--- src/rtl/box_region_relation_merge_assert.svh ---
`ifndef BOX_REGION_RELATION_MERGE_ASSERT_SVH
`define BOX_REGION_RELATION_MERGE_ASSERT_SVH

// condition checked at every clock edge out of reset
`define BRRM_ASSERT_ALWAYS(label, cond) \
	label: assert property (@(posedge clk) disable iff (!arst_n) (cond)) \
		else $error("box_region_relation_merge: check failed");

// consequence in the cycle after the trigger
`define BRRM_ASSERT_NEXT(label, trig, cons) \
	label: assert property (@(posedge clk) disable iff (!arst_n) (trig) |=> (cons)) \
		else $error("box_region_relation_merge: check failed");

`endif

--- src/rtl/brrm_pkg.sv ---
`default_nettype none

package brrm_pkg;

	localparam int NUM_DIMS     = 3;
	localparam int COORD_W      = 48;
	localparam int END_W        = COORD_W + 1;
	localparam int DIM_W        = 2;
	localparam int CFG_W        = 2;
	localparam int DEF_MAX_DIMS = 3;
	localparam logic [CFG_W-1:0] DIMS_RESET = 2'd3;

	typedef logic [COORD_W-1:0] coord_t;
	typedef logic [END_W-1:0]   end_t;
	typedef logic [DIM_W-1:0]   dim_t;

	typedef enum logic [1:0] {
		REL_A_IN_B   = 2'd0,
		REL_B_IN_A   = 2'd1,
		REL_PARTIAL  = 2'd2,
		REL_DISJOINT = 2'd3
	} rel_t;

	typedef struct packed {
		coord_t [NUM_DIMS-1:0] a_off;
		coord_t [NUM_DIMS-1:0] a_size;
		coord_t [NUM_DIMS-1:0] b_off;
		coord_t [NUM_DIMS-1:0] b_size;
		logic [NUM_DIMS-1:0]   used;
		dim_t                  last_dim;
	} pair_t;

	typedef struct packed {
		coord_t [NUM_DIMS-1:0] a_off;
		coord_t [NUM_DIMS-1:0] a_size;
		coord_t [NUM_DIMS-1:0] b_off;
		coord_t [NUM_DIMS-1:0] b_size;
		end_t [NUM_DIMS-1:0]   a_end;
		end_t [NUM_DIMS-1:0]   b_end;
		logic [NUM_DIMS-1:0]   used;
		dim_t                  last_dim;
	} s1_t;

	typedef struct packed {
		logic [NUM_DIMS-1:0]   a_in_b;
		logic [NUM_DIMS-1:0]   b_in_a;
		logic [NUM_DIMS-1:0]   ovl;
		logic [NUM_DIMS-1:0]   detached;
		logic [NUM_DIMS-1:0]   differs;
		coord_t [NUM_DIMS-1:0] st;
		end_t [NUM_DIMS-1:0]   en;
		coord_t [NUM_DIMS-1:0] lo;
		end_t [NUM_DIMS-1:0]   hi;
		logic [NUM_DIMS-1:0]   used;
		dim_t                  last_dim;
	} s2_t;

	typedef struct packed {
		rel_t                  relation;
		logic                  merge_ok;
		dim_t                  connect_dim;
		coord_t [NUM_DIMS-1:0] ov_off;
		coord_t [NUM_DIMS-1:0] ov_size;
		coord_t [NUM_DIMS-1:0] m_off;
		end_t [NUM_DIMS-1:0]   m_size;
	} s3_t;

endpackage

`default_nettype wire

--- src/rtl/brrm_ends.sv ---
`default_nettype none

module brrm_ends (
	input  wire logic           clk,
	input  wire logic           load,
	input  wire brrm_pkg::pair_t pair,
	output brrm_pkg::s1_t       out_s1
);
	import brrm_pkg::*;

	always_ff @(posedge clk) begin
		if (load) begin
			for (int d = 0; d < NUM_DIMS; d++) begin
				out_s1.a_end[d] <= {1'b0, pair.a_off[d]} + {1'b0, pair.a_size[d]};
				out_s1.b_end[d] <= {1'b0, pair.b_off[d]} + {1'b0, pair.b_size[d]};
			end
			out_s1.a_off    <= pair.a_off;
			out_s1.a_size   <= pair.a_size;
			out_s1.b_off    <= pair.b_off;
			out_s1.b_size   <= pair.b_size;
			out_s1.used     <= pair.used;
			out_s1.last_dim <= pair.last_dim;
		end
	end

endmodule

`default_nettype wire

--- config.mk ---
export PLATFORM = sky130hd
export DESIGN_NAME = brrm_ends
export DESIGN_NICKNAME = d
export VERILOG_FILES = /design/src/rtl/box_region_relation_merge_assert.svh /design/src/rtl/brrm_pkg.sv /design/src/rtl/brrm_ends.sv
export SDC_FILE = /design/constraint.sdc
export NUM_CORES = 1
export LEC_CHECK = 0
export BUFFER_PORTS_ARGS = -buffer_cell sky130_fd_sc_hd__buf_2
export CORE_AREA = 2 2 568 570
export DETAILED_ROUTE_END_ITERATION = 6
export DIE_AREA = 0 0 570 572
export RECOVER_POWER = 25
export SYNTH_ARGS = -nofsm -noshare
export SYNTH_HDL_FRONTEND = slang
export SYNTH_SLANG_ARGS = --single-unit
--- constraint.sdc ---
create_clock -name clk -period 2.86 [get_ports clk]
set_clock_uncertainty 0.1 [all_clocks]
set_input_delay 0 -clock clk [delete_from_list [all_inputs] [get_ports clk]]
set_output_delay 0 -clock clk [all_outputs]
set_load 0.03 [all_outputs]
==> results.ini <==
[run_status]
status=complete, but fails checks
violations=capacitance limit, slew limit, setup timing

[logic_synthesis]
synth.distinct_cells=82
async_flop_share_pct=0
synth-seq-area-share_pct=63.3
syn-num-nets=3935
yosysWarnings=0
synthFlopType=edfxtp_1
ys_ff_latch=875
synthCells=3058
synth_edf_count=875
synth_area_um2=41500
synth.avg_cell_area_um2=13.6

[sta]
tightest_slew_ns=1.95
fmax_mhz=345
timing.final.crit_share_pct=101
max_slew_margin_pct=-29.7
setup_viol=3
finalMaxSlewViolations=40
hold_viol=0
fin_crit_ns=2.89
final.setup.worst_slack_ns=-0.0346

[power]
vdd_drop_max_v=0.000554
powerDensity_nw_per_um2=583
p_leak_nw=30.5
p_total_mw=43.8

[cts]
cts_sinks=875
clk_path_buf_depth=4
htree_levels=3
cts_tree=built
numCtsBuffers=107
root_buffer=clkbuf_16
clkSlewWorstSetupHoldPaths_ns=0.06

[setup_path]
critical_path.max_stage_delay_ns=0.53
crit_required_ns=3.33
cp.arrival_ns=3.37
path_delay_family=buffers and inverters
cp-start-kind=input port
slowest_stage=dlygate4sd3_1
cp-end-kind=flip-flop
crit_buf_inv=5
path_class=input port to flip-flop
path_max_fanout=4
crit_chain=dlygate4sd3_1, buf_2, ha_1, nand4_1, buf_4, nor3_1, and3_1, a32o_1, buf_12, o211ai_1, or3b_4, a21oi_1, o211ai_1, buf_4, xnor2_1

[final_layout]
largestRegisters=out_s1 x875
syn2layout_area_growth_pct=80.8
top_register=out_s1
final_cell_mix=dlygate4sd3_1, buf_2, edfxtp_1
final_common_cell=dlygate4sd3_1
stdcell_count=10793
drive_gt1_share_pct=29.2
fillers=34194
fin_nets=7313
largest_register_ffs=875

[placed_design]
gp_congestion=0.958
dpl.hpwl_um=234000
dp.cells=9281
io_buffers=1457

[grt]
grt_usage_pct=16.5
grt_pass1_wl_um=365000
grt_pass1_vias=42132
antenna_found_initial=170
grt_max_degree=104
gr-total-overflow=0

[drt]
routed_via_density=3.91
drt_wl_total_um=282000
vias=42234
wl_per_cell_um=26.2
drc_errors=0
drtIter0Drc=3213
ant_nets=0
dr.pass1.iters=6

[die]
num_io_pins=1458
row_count=208
coreArea_um2=320000
start_util_pct=13.0
die_area_um2=326000
dieHeight_um=572
die_x_um=570

[run]
cap_violations=1

[worst_hold_path]
hold_path_class=input port to flip-flop

-- area by class of cell --
type | instances | area (um^2) | share of cell area (%)
sequential | 875 | 26300 | 35.0
antenna | 74 | 185 | 0.247
inverter | 60 | 225 | 0.300
timing repair buffer | 3351 | 24400 | 32.5
multi-input combinational | 2041 | 15200 | 20.2
tap | 4200 | 5260 | 7.00
clock buffer | 119 | 2720 | 3.63
clock inverter | 73 | 791 | 1.05
-- through the flow --
step / util (%) / TNS [ns] / hold WS (ns) / area [um^2] / worst slack [ns]
3_3_place_gp: 18.5 / -50.24 / 0.0765 / 59100 / -0.999
4_1_cts: 23.4 / 0 / 0.000119 / 74900 / 0.00212
6_report: 23.5 / -0.0670 / 0.00431 / 75000 / -0.0346
3_5_place_dp: 18.5 / -51.92 / 0.0783 / 59100 / -1.01
2_1_floorplan: - / -0.121 / -0.00113 / 41500 / -0.0571
5_1_grt: 23.4 / -0.285 / 0.0203 / 74900 / -0.0634
-- cells in the mapped netlist, drive strengths merged (7+ instances only) --
cell    number  share of area [%]
a211oi      18               0.35
a41oi        9               0.21
ha         288                8.7
and3        27               0.41
a211o        8               0.17
or2          7               0.11
clkbuf      80               0.72
nand3       53               0.64
a31oi       32               0.48
a21oi      308                3.7
o21bai      43               0.78
o211ai      25               0.45
nand2      160                1.4
a21o       178                3.2
xnor2      167                3.5
a221oi       9               0.21
edfxtp     875                 63
and2        21               0.32
or3          7               0.11
inv         60               0.54
o21ai      157                1.9
nor2b       28               0.42
a311oi       7               0.15
nand4       62               0.93
o31ai       10               0.21
a21boi      11               0.20
xor2        96                2.0
o21a        24               0.44
nor2       123                1.1
a31o        11               0.23
nor3        29               0.36
nand2b      26               0.39
and4        13               0.27
-- cell families after synthesis --
| group | synth area share [%] |
|---|---|
| fa+ha+maj | 8.97 |
| xor+xnor | 5.55 |
| buf+inv | 1.29 |
| compound gates | 13.9 |
| flops | 63.3 |
| mux | 0.0784 |
| simple gates | 6.92 |
-- per-layer routing --
metal	global-route usage [%]	vias up	part of all wire [%]
met4	8.55	34	6.4
met3	6.03	682	9.7
met5	0.309	-	0.12
li1	-	18747	-
met2	29.0	2322	49
met1	17.0	20449	35
-- where the power goes --
group	switching, mW	internal, mW
combinational	8.26	5.02
clock	6.01	8.06
sequential	0.584	15.9
-- what timing repair did --
| item | in CTS | in global routing |
|---|---|---|
| cloned | 0 | 0 |
| endpoints found under the setup margin | 5 | 64 |
| gates resized for setup | 1 | 97 |
| hold endpoints to repair | 1626 | 11 |
| setup buffers | 0 | 7 |
| pin swaps | 0 | 25 |
| hold buffers | 1229 | 12 |
-- final timing paths --
path,from,to,slack (ns),cells past startpoint
hold / removal,pair[508],out_s1[802],0.004,2
setup / recovery,pair[27],out_s1[45],-0.03,15
(Power assumes the default switching activity.)
