File: src/rtl/box_region_relation_merge_assert.svh
`ifndef BOX_REGION_RELATION_MERGE_ASSERT_SVH
`define BOX_REGION_RELATION_MERGE_ASSERT_SVH

// condition checked at every clock edge out of reset
`define BRRM_ASSERT_ALWAYS(label, cond) \
	label: assert property (@(posedge clk) disable iff (!arst_n) (cond)) \
		else $error("box_region_relation_merge: check failed");

// consequence in the cycle after the trigger
`define BRRM_ASSERT_NEXT(label, trig, cons) \
	label: assert property (@(posedge clk) disable iff (!arst_n) (trig) |=> (cons)) \
		else $error("box_region_relation_merge: check failed");

`endif

File: src/rtl/brrm_pkg.sv
`default_nettype none

package brrm_pkg;

	localparam int NUM_DIMS     = 3;
	localparam int COORD_W      = 48;
	localparam int END_W        = COORD_W + 1;
	localparam int DIM_W        = 2;
	localparam int CFG_W        = 2;
	localparam int DEF_MAX_DIMS = 3;
	localparam logic [CFG_W-1:0] DIMS_RESET = 2'd3;

	typedef logic [COORD_W-1:0] coord_t;
	typedef logic [END_W-1:0]   end_t;
	typedef logic [DIM_W-1:0]   dim_t;

	typedef enum logic [1:0] {
		REL_A_IN_B   = 2'd0,
		REL_B_IN_A   = 2'd1,
		REL_PARTIAL  = 2'd2,
		REL_DISJOINT = 2'd3
	} rel_t;

	typedef struct packed {
		coord_t [NUM_DIMS-1:0] a_off;
		coord_t [NUM_DIMS-1:0] a_size;
		coord_t [NUM_DIMS-1:0] b_off;
		coord_t [NUM_DIMS-1:0] b_size;
		logic [NUM_DIMS-1:0]   used;
		dim_t                  last_dim;
	} pair_t;

	typedef struct packed {
		coord_t [NUM_DIMS-1:0] a_off;
		coord_t [NUM_DIMS-1:0] a_size;
		coord_t [NUM_DIMS-1:0] b_off;
		coord_t [NUM_DIMS-1:0] b_size;
		end_t [NUM_DIMS-1:0]   a_end;
		end_t [NUM_DIMS-1:0]   b_end;
		logic [NUM_DIMS-1:0]   used;
		dim_t                  last_dim;
	} s1_t;

	typedef struct packed {
		logic [NUM_DIMS-1:0]   a_in_b;
		logic [NUM_DIMS-1:0]   b_in_a;
		logic [NUM_DIMS-1:0]   ovl;
		logic [NUM_DIMS-1:0]   detached;
		logic [NUM_DIMS-1:0]   differs;
		coord_t [NUM_DIMS-1:0] st;
		end_t [NUM_DIMS-1:0]   en;
		coord_t [NUM_DIMS-1:0] lo;
		end_t [NUM_DIMS-1:0]   hi;
		logic [NUM_DIMS-1:0]   used;
		dim_t                  last_dim;
	} s2_t;

	typedef struct packed {
		rel_t                  relation;
		logic                  merge_ok;
		dim_t                  connect_dim;
		coord_t [NUM_DIMS-1:0] ov_off;
		coord_t [NUM_DIMS-1:0] ov_size;
		coord_t [NUM_DIMS-1:0] m_off;
		end_t [NUM_DIMS-1:0]   m_size;
	} s3_t;

endpackage

`default_nettype wire

File: src/rtl/brrm_compare.sv
`default_nettype none

module brrm_compare (
	input  wire logic           clk,
	input  wire logic           load,
	input  wire brrm_pkg::s1_t  in_s1,
	output brrm_pkg::s2_t       out_s2
);
	import brrm_pkg::*;

	always_ff @(posedge clk) begin
		if (load) begin
			for (int d = 0; d < NUM_DIMS; d++) begin
				out_s2.a_in_b[d] <= !(in_s1.b_off[d] > in_s1.a_off[d]) &&
					!(in_s1.b_end[d] < in_s1.a_end[d]);
				out_s2.b_in_a[d] <= !(in_s1.a_off[d] > in_s1.b_off[d]) &&
					!(in_s1.a_end[d] < in_s1.b_end[d]);
				out_s2.ovl[d] <= !(in_s1.b_end[d] <= {1'b0, in_s1.a_off[d]}) &&
					!({1'b0, in_s1.b_off[d]} >= in_s1.a_end[d]);
				out_s2.detached[d] <= ({1'b0, in_s1.a_off[d]} > in_s1.b_end[d]) ||
					({1'b0, in_s1.b_off[d]} > in_s1.a_end[d]);
				out_s2.differs[d] <= (in_s1.a_off[d] != in_s1.b_off[d]) ||
					(in_s1.a_size[d] != in_s1.b_size[d]);
				out_s2.st[d] <= (in_s1.a_off[d] > in_s1.b_off[d]) ?
					in_s1.a_off[d] : in_s1.b_off[d];
				out_s2.lo[d] <= (in_s1.a_off[d] < in_s1.b_off[d]) ?
					in_s1.a_off[d] : in_s1.b_off[d];
				out_s2.en[d] <= (in_s1.a_end[d] < in_s1.b_end[d]) ?
					in_s1.a_end[d] : in_s1.b_end[d];
				out_s2.hi[d] <= (in_s1.a_end[d] > in_s1.b_end[d]) ?
					in_s1.a_end[d] : in_s1.b_end[d];
			end
			out_s2.used     <= in_s1.used;
			out_s2.last_dim <= in_s1.last_dim;
		end
	end

endmodule

`default_nettype wire

File: config.mk
export PLATFORM = sky130hd
export DESIGN_NAME = brrm_compare
export DESIGN_NICKNAME = d
export VERILOG_FILES = /design/src/rtl/box_region_relation_merge_assert.svh /design/src/rtl/brrm_pkg.sv /design/src/rtl/brrm_compare.sv
export SDC_FILE = /design/constraint.sdc
export NUM_CORES = 2
export LEC_CHECK = 0
export ABC_AREA = 1
export BUFFER_PORTS_ARGS = -buffer_cell sky130_fd_sc_hd__buf_2
export CAP_MARGIN = 40
export CORE_AREA = 2 2 573 575
export DETAILED_ROUTE_END_ITERATION = 8
export DIE_AREA = 0 0 575 577
export PLACE_DENSITY = 0.3
export SYNTH_ARGS = -nofsm -noshare
export SYNTH_HDL_FRONTEND = slang
export SYNTH_SLANG_ARGS = --single-unit
export TNS_END_PERCENT = 20
File: constraint.sdc
create_clock -name clk -period 1.82 [get_ports clk]
set_input_delay 0.091 -clock clk [delete_from_list [all_inputs] [get_ports clk]]
set_output_delay 0.091 -clock clk [all_outputs]
set_load 0.02 [all_outputs]
==> reports/metrics.cfg <==
[run_status]
status = complete, but fails checks
failed_checks = setup timing

[synth]
netlist_area_um2 = 43320
synth_fp_nets = 6576
postSynthAreaPerCell_um2 = 8.461
synth-edff-count = 602
synthFlopType = edfxtp_1
muxShareOfSynthArea_pct = 0
synth_fa_ha_area_share_pct = 16.72
synth_seq_cells = 602
synth_seq_area_share_pct = 41.73
yosys.area_share.simple_pct = 22.08
async_flop_share_pct = 0
ys_warn_count = 0
synth_compound_area_share_pct = 7.977
synthCells = 5120
yosys.area_share.xor_xnor_pct = 2.487
synth_top_family_by_area = simple AND/OR/NAND/NOR gates
synthDistinctLibCells = 41

[drt]
routedWlPerCell_um = 24.88
avgViaCountPerCell = 3.855
num_vias = 50550
ant_nets = 0
drc = 0
drtIter0Drc = 2832
wl_um = 326300
firstDrtPassIters = 6

[clocking]
cts_tree = built
cts_sinks = 602
clockBufferDepth = 4
cts_inserted_buffers = 97
htreeDepth = 3
cts.clk_slew.worst_paths_ns = 0.06
cts_root_buf = clkbuf_16

[pwr]
switchingPower_uw = 21060
seqPwrFrac_pct = 32.1
vdd_ir_drop_max_uv = 688.5
p_comb_share_pct = 34.7
leakagePower_uw = 0.03869
p_int_uw = 36760
finalPower_uw = 57820
p_per_area_nw_per_um2 = 736.7
p_sw_share_pct = 36.42
p_clk_share_pct = 33.1

[grt]
grt_util_all_layers_pct = 18.69
grt_overflow_total = 0
grt_antenna_before_repair = 183
grt_max_degree = 68
grt_pass1_vias = 51850
grt_first_pass_wirelength_um = 426000

[layout]
largest_register = out_s2
syn2layout_area_growth_pct = 81.17
fillers = 36170
instances_no_fill = 13110
drive_above_1_share_pct = 35.22
nets = 10070
final_core_util_pct = 24.09
layout.cells.most_common = nand2_1
largest_register_ffs = 602
layout_common_cells = nand2_1, buf_2, buf_4, dlygate4sd3_1, inv_1
reg.largest.list = out_s2: 602 flops

[critical_path]
cp_top_family = buffers and inverters
crit_path_top_delay_cell = dlygate4sd3_1
crit_chain = buf_2, dlygate4sd3_1, buf_4, ha_1, nand4_1, buf_4, nor3b_1, nand3b_1, nor2_1, inv_1, nand2_1, nand2_1
cp-start-kind = input port
crit_buf_inv = 5
cp_slowest_stage_delay_ns = 0.56
crit_required_ns = 2.40
worstSetupPathType = input port to flop
end_kind = flop
crit_arrival_ns = 2.48
crit_fanout = 3

[floorplanning]
row_count = 210
dieArea_um2 = 331800
ioPinCount = 1479
start_util_pct = 13.30
die_w_um = 575
die_h_um = 577
coreArea_um2 = 325800

[timing]
setup_slack_ns = -0.07443
max_freq_mhz = 527.9
fin_crit_sh_pct = 104.1
rsz0062_at_grt = true
relSlewSlack_pct = 60.10
setup_violations = 40
slew_viol_final = 0
hold_viol = 0
tightest_slew_ns = 0.5984
period_minus_slack_ns = 1.894
tns_ns = -0.8845

[placement]
dpl.hpwl_um = 268800
placed_cells = 11960
routabilityCongestion = 0.9372
io_buffers = 1478
dpl_worst_slack_ns = -1.288

[job]
maxCapViolCount = 0

[hold_path]
hold_path.class = input port to flop

## final timing paths
kind	startpoint	to	slack, ns	cells past startpoint
setup / recovery	in_s1[770]	out_s2[590]	-0.07	12
hold / removal	in_s1[754]	out_s2[466]	0.004	5
## metal layers
metal  wire, um  track usage [%]
met5        584                0
met4      16610            8.059
met2     166700            34.70
met1     119900            19.58
met3      22460            5.157
## cell usage after synthesis, types with 44 or more instances
cell	count	area (um^2)
edfxtp_1	602	18080
nand4_1	67	419.2
a21oi_1	242	1211
o21ai_0	359	1797
nand3_2	72	720.7
nand2_1	1492	5600
buf_2	45	225.2
clkbuf_1	44	165.2
xnor2_1	84	735.7
inv_1	758	2845
ha_1	579	7244
nor2_1	224	840.8
nand3_1	295	1476
## power groups by stage
stage	clock network (uW)	logic, uW	registers (uW)
after floorplan	0	5130	20400
after global placement	0	17700	19000
after detailed placement	0	17700	18900
after CTS	19900	19600	18700
after global routing	20400	21700	18700
final	19200	20100	18600
## cell type report
| cell class | instances | area, um^2 | area share, % |
|---|---|---|---|
| multi-input combinational | 3600 | 22060 | 28.11 |
| timing repair buffer | 3550 | 26750 | 34.08 |
| sequential | 602 | 18080 | 23.03 |
| clock inverter | 62 | 593.1 | 0.7556 |
| tap | 4346 | 5438 | 6.928 |
| clock buffer | 114 | 2512 | 3.201 |
| inverter | 762 | 2863 | 3.647 |
| antenna | 77 | 192.7 | 0.2455 |
## metrics by stage
step           hold slack, ns  area (um^2)
6_report             0.003771        78490
3_3_place_gp           0.2737        64890
2_1_floorplan          0.1899        43320
4_1_cts              0.001611        76720
3_5_place_dp           0.2775        64890
5_1_grt              0.001442        78390
## timing repair
action                     4_1_cts  5_1_grt
setup endpoints to repair      315      372
buffers inserted                 2       20
resized for setup               63      220
pin swaps                        2       43
cloned                           0       18
hold buffers                   849       25
hold endpoints to repair       722       23
## cells by family (layout without fill, tap and decap cells)
group	count (synthesis)	in the layout
other	0	77
flip-flops	602	602
buffers and inverters	918	4488
AO/OA/AOI/OAI	662	662
XOR/XNOR	123	123
adder cells (fa/ha/maj)	579	579
AND/OR/NAND/NOR	2236	2236
No activity file was read; power rests on OpenSTA's default activity.
