==> src/rtl/box_region_relation_merge_assert.svh <==
`ifndef BOX_REGION_RELATION_MERGE_ASSERT_SVH
`define BOX_REGION_RELATION_MERGE_ASSERT_SVH

// condition checked at every clock edge out of reset
`define BRRM_ASSERT_ALWAYS(label, cond) \
	label: assert property (@(posedge clk) disable iff (!arst_n) (cond)) \
		else $error("box_region_relation_merge: check failed");

// consequence in the cycle after the trigger
`define BRRM_ASSERT_NEXT(label, trig, cons) \
	label: assert property (@(posedge clk) disable iff (!arst_n) (trig) |=> (cons)) \
		else $error("box_region_relation_merge: check failed");

`endif

==> src/rtl/brrm_pkg.sv <==
`default_nettype none

package brrm_pkg;

	localparam int NUM_DIMS     = 3;
	localparam int COORD_W      = 48;
	localparam int END_W        = COORD_W + 1;
	localparam int DIM_W        = 2;
	localparam int CFG_W        = 2;
	localparam int DEF_MAX_DIMS = 3;
	localparam logic [CFG_W-1:0] DIMS_RESET = 2'd3;

	typedef logic [COORD_W-1:0] coord_t;
	typedef logic [END_W-1:0]   end_t;
	typedef logic [DIM_W-1:0]   dim_t;

	typedef enum logic [1:0] {
		REL_A_IN_B   = 2'd0,
		REL_B_IN_A   = 2'd1,
		REL_PARTIAL  = 2'd2,
		REL_DISJOINT = 2'd3
	} rel_t;

	typedef struct packed {
		coord_t [NUM_DIMS-1:0] a_off;
		coord_t [NUM_DIMS-1:0] a_size;
		coord_t [NUM_DIMS-1:0] b_off;
		coord_t [NUM_DIMS-1:0] b_size;
		logic [NUM_DIMS-1:0]   used;
		dim_t                  last_dim;
	} pair_t;

	typedef struct packed {
		coord_t [NUM_DIMS-1:0] a_off;
		coord_t [NUM_DIMS-1:0] a_size;
		coord_t [NUM_DIMS-1:0] b_off;
		coord_t [NUM_DIMS-1:0] b_size;
		end_t [NUM_DIMS-1:0]   a_end;
		end_t [NUM_DIMS-1:0]   b_end;
		logic [NUM_DIMS-1:0]   used;
		dim_t                  last_dim;
	} s1_t;

	typedef struct packed {
		logic [NUM_DIMS-1:0]   a_in_b;
		logic [NUM_DIMS-1:0]   b_in_a;
		logic [NUM_DIMS-1:0]   ovl;
		logic [NUM_DIMS-1:0]   detached;
		logic [NUM_DIMS-1:0]   differs;
		coord_t [NUM_DIMS-1:0] st;
		end_t [NUM_DIMS-1:0]   en;
		coord_t [NUM_DIMS-1:0] lo;
		end_t [NUM_DIMS-1:0]   hi;
		logic [NUM_DIMS-1:0]   used;
		dim_t                  last_dim;
	} s2_t;

	typedef struct packed {
		rel_t                  relation;
		logic                  merge_ok;
		dim_t                  connect_dim;
		coord_t [NUM_DIMS-1:0] ov_off;
		coord_t [NUM_DIMS-1:0] ov_size;
		coord_t [NUM_DIMS-1:0] m_off;
		end_t [NUM_DIMS-1:0]   m_size;
	} s3_t;

endpackage

`default_nettype wire

==> src/rtl/brrm_reduce.sv <==
`default_nettype none

module brrm_reduce (
	input  wire logic           clk,
	input  wire logic           load,
	input  wire brrm_pkg::s2_t  in_s2,
	output brrm_pkg::s3_t       out_s3
);
	import brrm_pkg::*;

	logic                  all_a_in_b;
	logic                  all_b_in_a;
	logic                  all_ovl;
	logic                  any_det;
	logic [NUM_DIMS-1:0]   dif;
	logic                  merge;
	rel_t                  rel;
	dim_t                  cdim;
	coord_t [NUM_DIMS-1:0] ov_off;
	coord_t [NUM_DIMS-1:0] ov_size;
	end_t [NUM_DIMS-1:0]   m_size;

	always_comb begin
		all_a_in_b = &(in_s2.a_in_b | ~in_s2.used);
		all_b_in_a = &(in_s2.b_in_a | ~in_s2.used);
		all_ovl    = &(in_s2.ovl | ~in_s2.used);
		any_det    = |(in_s2.detached & in_s2.used);
		dif        = in_s2.differs & in_s2.used;
		merge      = !any_det && ((dif & (dif - 1'b1)) == '0);

		priority if (all_a_in_b) begin
			rel = REL_A_IN_B;
		end else if (all_b_in_a) begin
			rel = REL_B_IN_A;
		end else if (all_ovl) begin
			rel = REL_PARTIAL;
		end else begin
			rel = REL_DISJOINT;
		end

		// first differing dimension, else the last one in use; zero when the boxes do not merge
		cdim = in_s2.last_dim;
		for (int d = NUM_DIMS - 1; d >= 0; d--) begin
			if (dif[d]) begin
				cdim = DIM_W'(d);
			end
		end
		if (!merge) begin
			cdim = '0;
		end

		for (int d = 0; d < NUM_DIMS; d++) begin
			if (in_s2.used[d] && (rel != REL_DISJOINT)) begin
				ov_off[d] = in_s2.st[d];
				ov_size[d] = (in_s2.en[d] > {1'b0, in_s2.st[d]}) ?
					COORD_W'(in_s2.en[d] - {1'b0, in_s2.st[d]}) : '0;
			end else begin
				ov_off[d]  = '0;
				ov_size[d] = '0;
			end
			m_size[d] = in_s2.hi[d] - {1'b0, in_s2.lo[d]};
		end
	end

	always_ff @(posedge clk) begin
		if (load) begin
			out_s3.relation    <= rel;
			out_s3.merge_ok    <= merge;
			out_s3.connect_dim <= cdim;
			out_s3.ov_off      <= ov_off;
			out_s3.ov_size     <= ov_size;
			out_s3.m_off       <= in_s2.lo;
			out_s3.m_size      <= m_size;
		end
	end

endmodule

`default_nettype wire

==> config.mk <==
export PLATFORM = sky130hd
export DESIGN_NAME = brrm_reduce
export DESIGN_NICKNAME = d
export VERILOG_FILES = /design/src/rtl/box_region_relation_merge_assert.svh /design/src/rtl/brrm_pkg.sv /design/src/rtl/brrm_reduce.sv
export SDC_FILE = /design/constraint.sdc
export NUM_CORES = 1
export LEC_CHECK = 0
export BUFFER_PORTS_ARGS = -buffer_cell sky130_fd_sc_hd__buf_2
export CAP_MARGIN = 20
export CORE_AREA = 8 8 456 458
export CTS_BUF_LIST = sky130_fd_sc_hd__clkbuf_16
export DETAILED_ROUTE_END_ITERATION = 6
export DIE_AREA = 0 0 464 466
export GPL_TIMING_DRIVEN = 0
export PLACE_DENSITY = 0.46
export SYNTH_ARGS = -nofsm -noshare
export SYNTH_HDL_FRONTEND = slang
export SYNTH_SLANG_ARGS = --single-unit
==> constraint.sdc <==
create_clock -name clk -period 5.25 [get_ports clk]
set_input_delay 0.525 -clock clk [delete_from_list [all_inputs] [get_ports clk]]
set_output_delay 0.525 -clock clk [all_outputs]
set_load 0.01 [all_outputs]
==> impl_metrics.tcl <==
set metrics [dict create \
    outcome "finished clean" \
    netlist_instances 3491 \
    place_hpwl_um 170000 \
    power.density_nw_per_um2 317 \
    first_pass_iters 5 \
    drt_iter0_markers 2218 \
    num-fill-cells 21900 \
    maxCapViolCount 0 \
    clkSinkCount 584 \
    finalHoldViolations 0 \
    cp_slowest_cell "o311ai_0" \
    place_inst 7357 \
    layout_commonest_cell "buf_2" \
    grt_antenna_before_repair 112 \
    layout_common_cells "1,191 x buf_2, 584 x edfxtp_1, 380 x inv_1" \
    io_buffers 1186 \
    path_cells "dlygate4sd3_1 -> buf_2 -> ha_1 -> fa_1 -> nand2b_1 -> a21oi_1 -> o21ai_0 -> a211oi_1 -> o2111ai_1 -> o311ai_0 -> a31oi_1 -> o221ai_1 -> a21oi_1 -> xor2_1" \
    tns_ns 0 \
    htreeDepth 3 \
    synth_cell_type_count 71 \
    vias 33200 \
    drt-total-wl_um 198000 \
    start_kind "input port" \
    grt_pass1_wl_um 270000 \
    area_delta_synth_final_pct 36.7 \
    max_slew.worst_pin.slew_ns 1.15 \
    cts_made_buffers 78 \
    synth_edf_count 584 \
    max_freq_mhz 208 \
    critPathArrivalTime_ns 5.23 \
    critPathCaptureType "register" \
    cts.clk_slew.worst_paths_ns 0.06 \
    setup_viol_count_final 0 \
    seq_area_frac_synth 0.490 \
    core-area_um2 201000 \
    synth_nets 4389 \
    crit_top_cell "a21oi_1" \
    routabilityCongestion 0.916 \
    cts.root.buffer_cell "clkbuf_16" \
    top_regs "out_s3 (584)" \
    p_leak_nw 21.9 \
    fin_util 0.244 \
    fin_cells 7645 \
    die_w_um 464 \
    initial_core_util 0.178 \
    grt_use_total 0.174 \
    cp_max_fo 3 \
    grt_pass1_vias 33800 \
    avgViaCountPerCell 4.34 \
    ios 1188 \
    die_h_um 466 \
    ant_nets 0 \
    finalPower_mw 15.5 \
    crit_type "in -> reg" \
    syn_area_um2 35800 \
    max-slew-margin-rel 0.234 \
    clock_path_buffers 3 \
    layout.nets 5769 \
    synthArstFlopShare 0 \
    largest_reg_flops 584 \
    ys.warnings.count 0 \
    required_ns 5.67 \
    finalCritPeriodShare 0.916 \
    syn_area_per_cell_um2 10.3 \
    synth_ff_type "edfxtp_1" \
    cts_resized 0 \
    grt_max_degree 111 \
    drc 0 \
    seq_area_um2 17500 \
    rows 165 \
    hold_class "in -> reg" \
    drive_gt1_frac 0.272 \
    regMostFlops "out_s3" \
    ir_worst_vdd_mv 0.287 \
    wl_per_cell_um 25.9 \
    dieArea_um2 216000 \
    overflow 0 \
    grt_setup_unrepaired "no" \
    multi_input_area_um2 16500 \
    cts_tree "built" \
    max_stage_delay_ns 0.79 \
    post-route-min-period_ns 4.81 \
    synth-seq-cells 584 \
    maxSlewViolCount 0 \
]
critical path: cells and delay by family:
kind                       cells  cell delay [ns]
buffers and inverters          2             0.67
adders and majority gates      2             0.61
AOI/OAI and AO/OA              8             2.83
xor gates and xnor gates       1             0.40
and+or+nand+nor                1             0.18
layer usage:
layer  global-route usage  part of all wire  wire [µm]  vias to the layer above
met1                0.178              0.35      70100                    16000
met5                    0            0.0026        511                        -
met2                0.334              0.53     106000                     1325
met3               0.0611             0.082      16200                      299
met4               0.0476             0.030       5970                       80
li1                     -                 -          -                    15500
report_power, final:
part           internal (mW)  switching (mW)
registers               5.78           0.185
clock network           3.14            2.30
logic                   1.50            2.63
logic make-up after synthesis:
| kind of cell | Yosys count | synth area share |
|---|---|---|
| simple gates | 960 | 0.129 |
| flops | 584 | 0.490 |
| buf+inv | 482 | 0.0507 |
| mux | 2 | 0.000629 |
| compound gates | 921 | 0.165 |
| xor+xnor | 248 | 0.0606 |
| fa+ha+maj | 294 | 0.104 |
layout make-up:
type | instances | area share
antenna | 43 | 0.00220
tap | 2672 | 0.0683
clock inverter | 60 | 0.0112
multi-input combinational | 2425 | 0.336
buffer | 114 | 0.00899
timing repair buffer | 1300 | 0.146
clock buffer | 79 | 0.0404
sequential | 584 | 0.358
inverter | 368 | 0.0282
per-stage QoR:
step	hold slack, ns	instance area, µm²	worst slack, ns
after floorplan	0.624	35800	1.43
after global placement	0.720	45100	-6.71
after detailed placement	0.719	45300	-0.0498
after CTS	0.00129	48900	0.563
after global routing	0.0198	48900	0.438
final	0.103	49000	0.442
cell usage after synthesis, types with 8 or more instances:
cell type	number	area, µm²
edfxtp_1	584	17500
inv_1	368	1380
nor2_1	325	1220
a21oi_1	304	1520
ha_1	288	3600
nand2_1	191	717
xnor2_1	157	1380
o21ai_0	156	781
a21o_1	141	1060
and3_1	122	763
clkbuf_1	102	383
xor2_1	91	797
nand4_1	62	388
nand3_1	61	305
nor3_1	45	225
o21bai_1	43	323
nor2b_1	42	263
nand2b_1	38	238
o21a_1	36	270
a31oi_1	34	213
a211oi_1	32	240
o31ai_1	21	158
o211ai_1	20	150
nor4_1	15	93.8
and2_1	13	81.3
or3_1	13	81.3
nor3b_1	11	82.6
a2111oi_0	10	87.6
a211o_1	9	78.8
a21boi_0	9	67.6
a41oi_1	9	78.8
o31a_1	8	70.1
or2_2	8	50.1
path summary, 6_finish.rpt:
check / start / to / slack, ns / depth (start not counted)
setup / recovery: in_s2[152] / out_s3[48] / 0.44 / 14
hold / removal: in_s2[231] / out_s3[226] / 0.10 / 1
timing repair:
item	CTS	global route
endpoints found under the hold margin	106	0
hold buffers	106	0
setup buffers	0	0
Note: power is estimated with default switching activity, not from simulation.
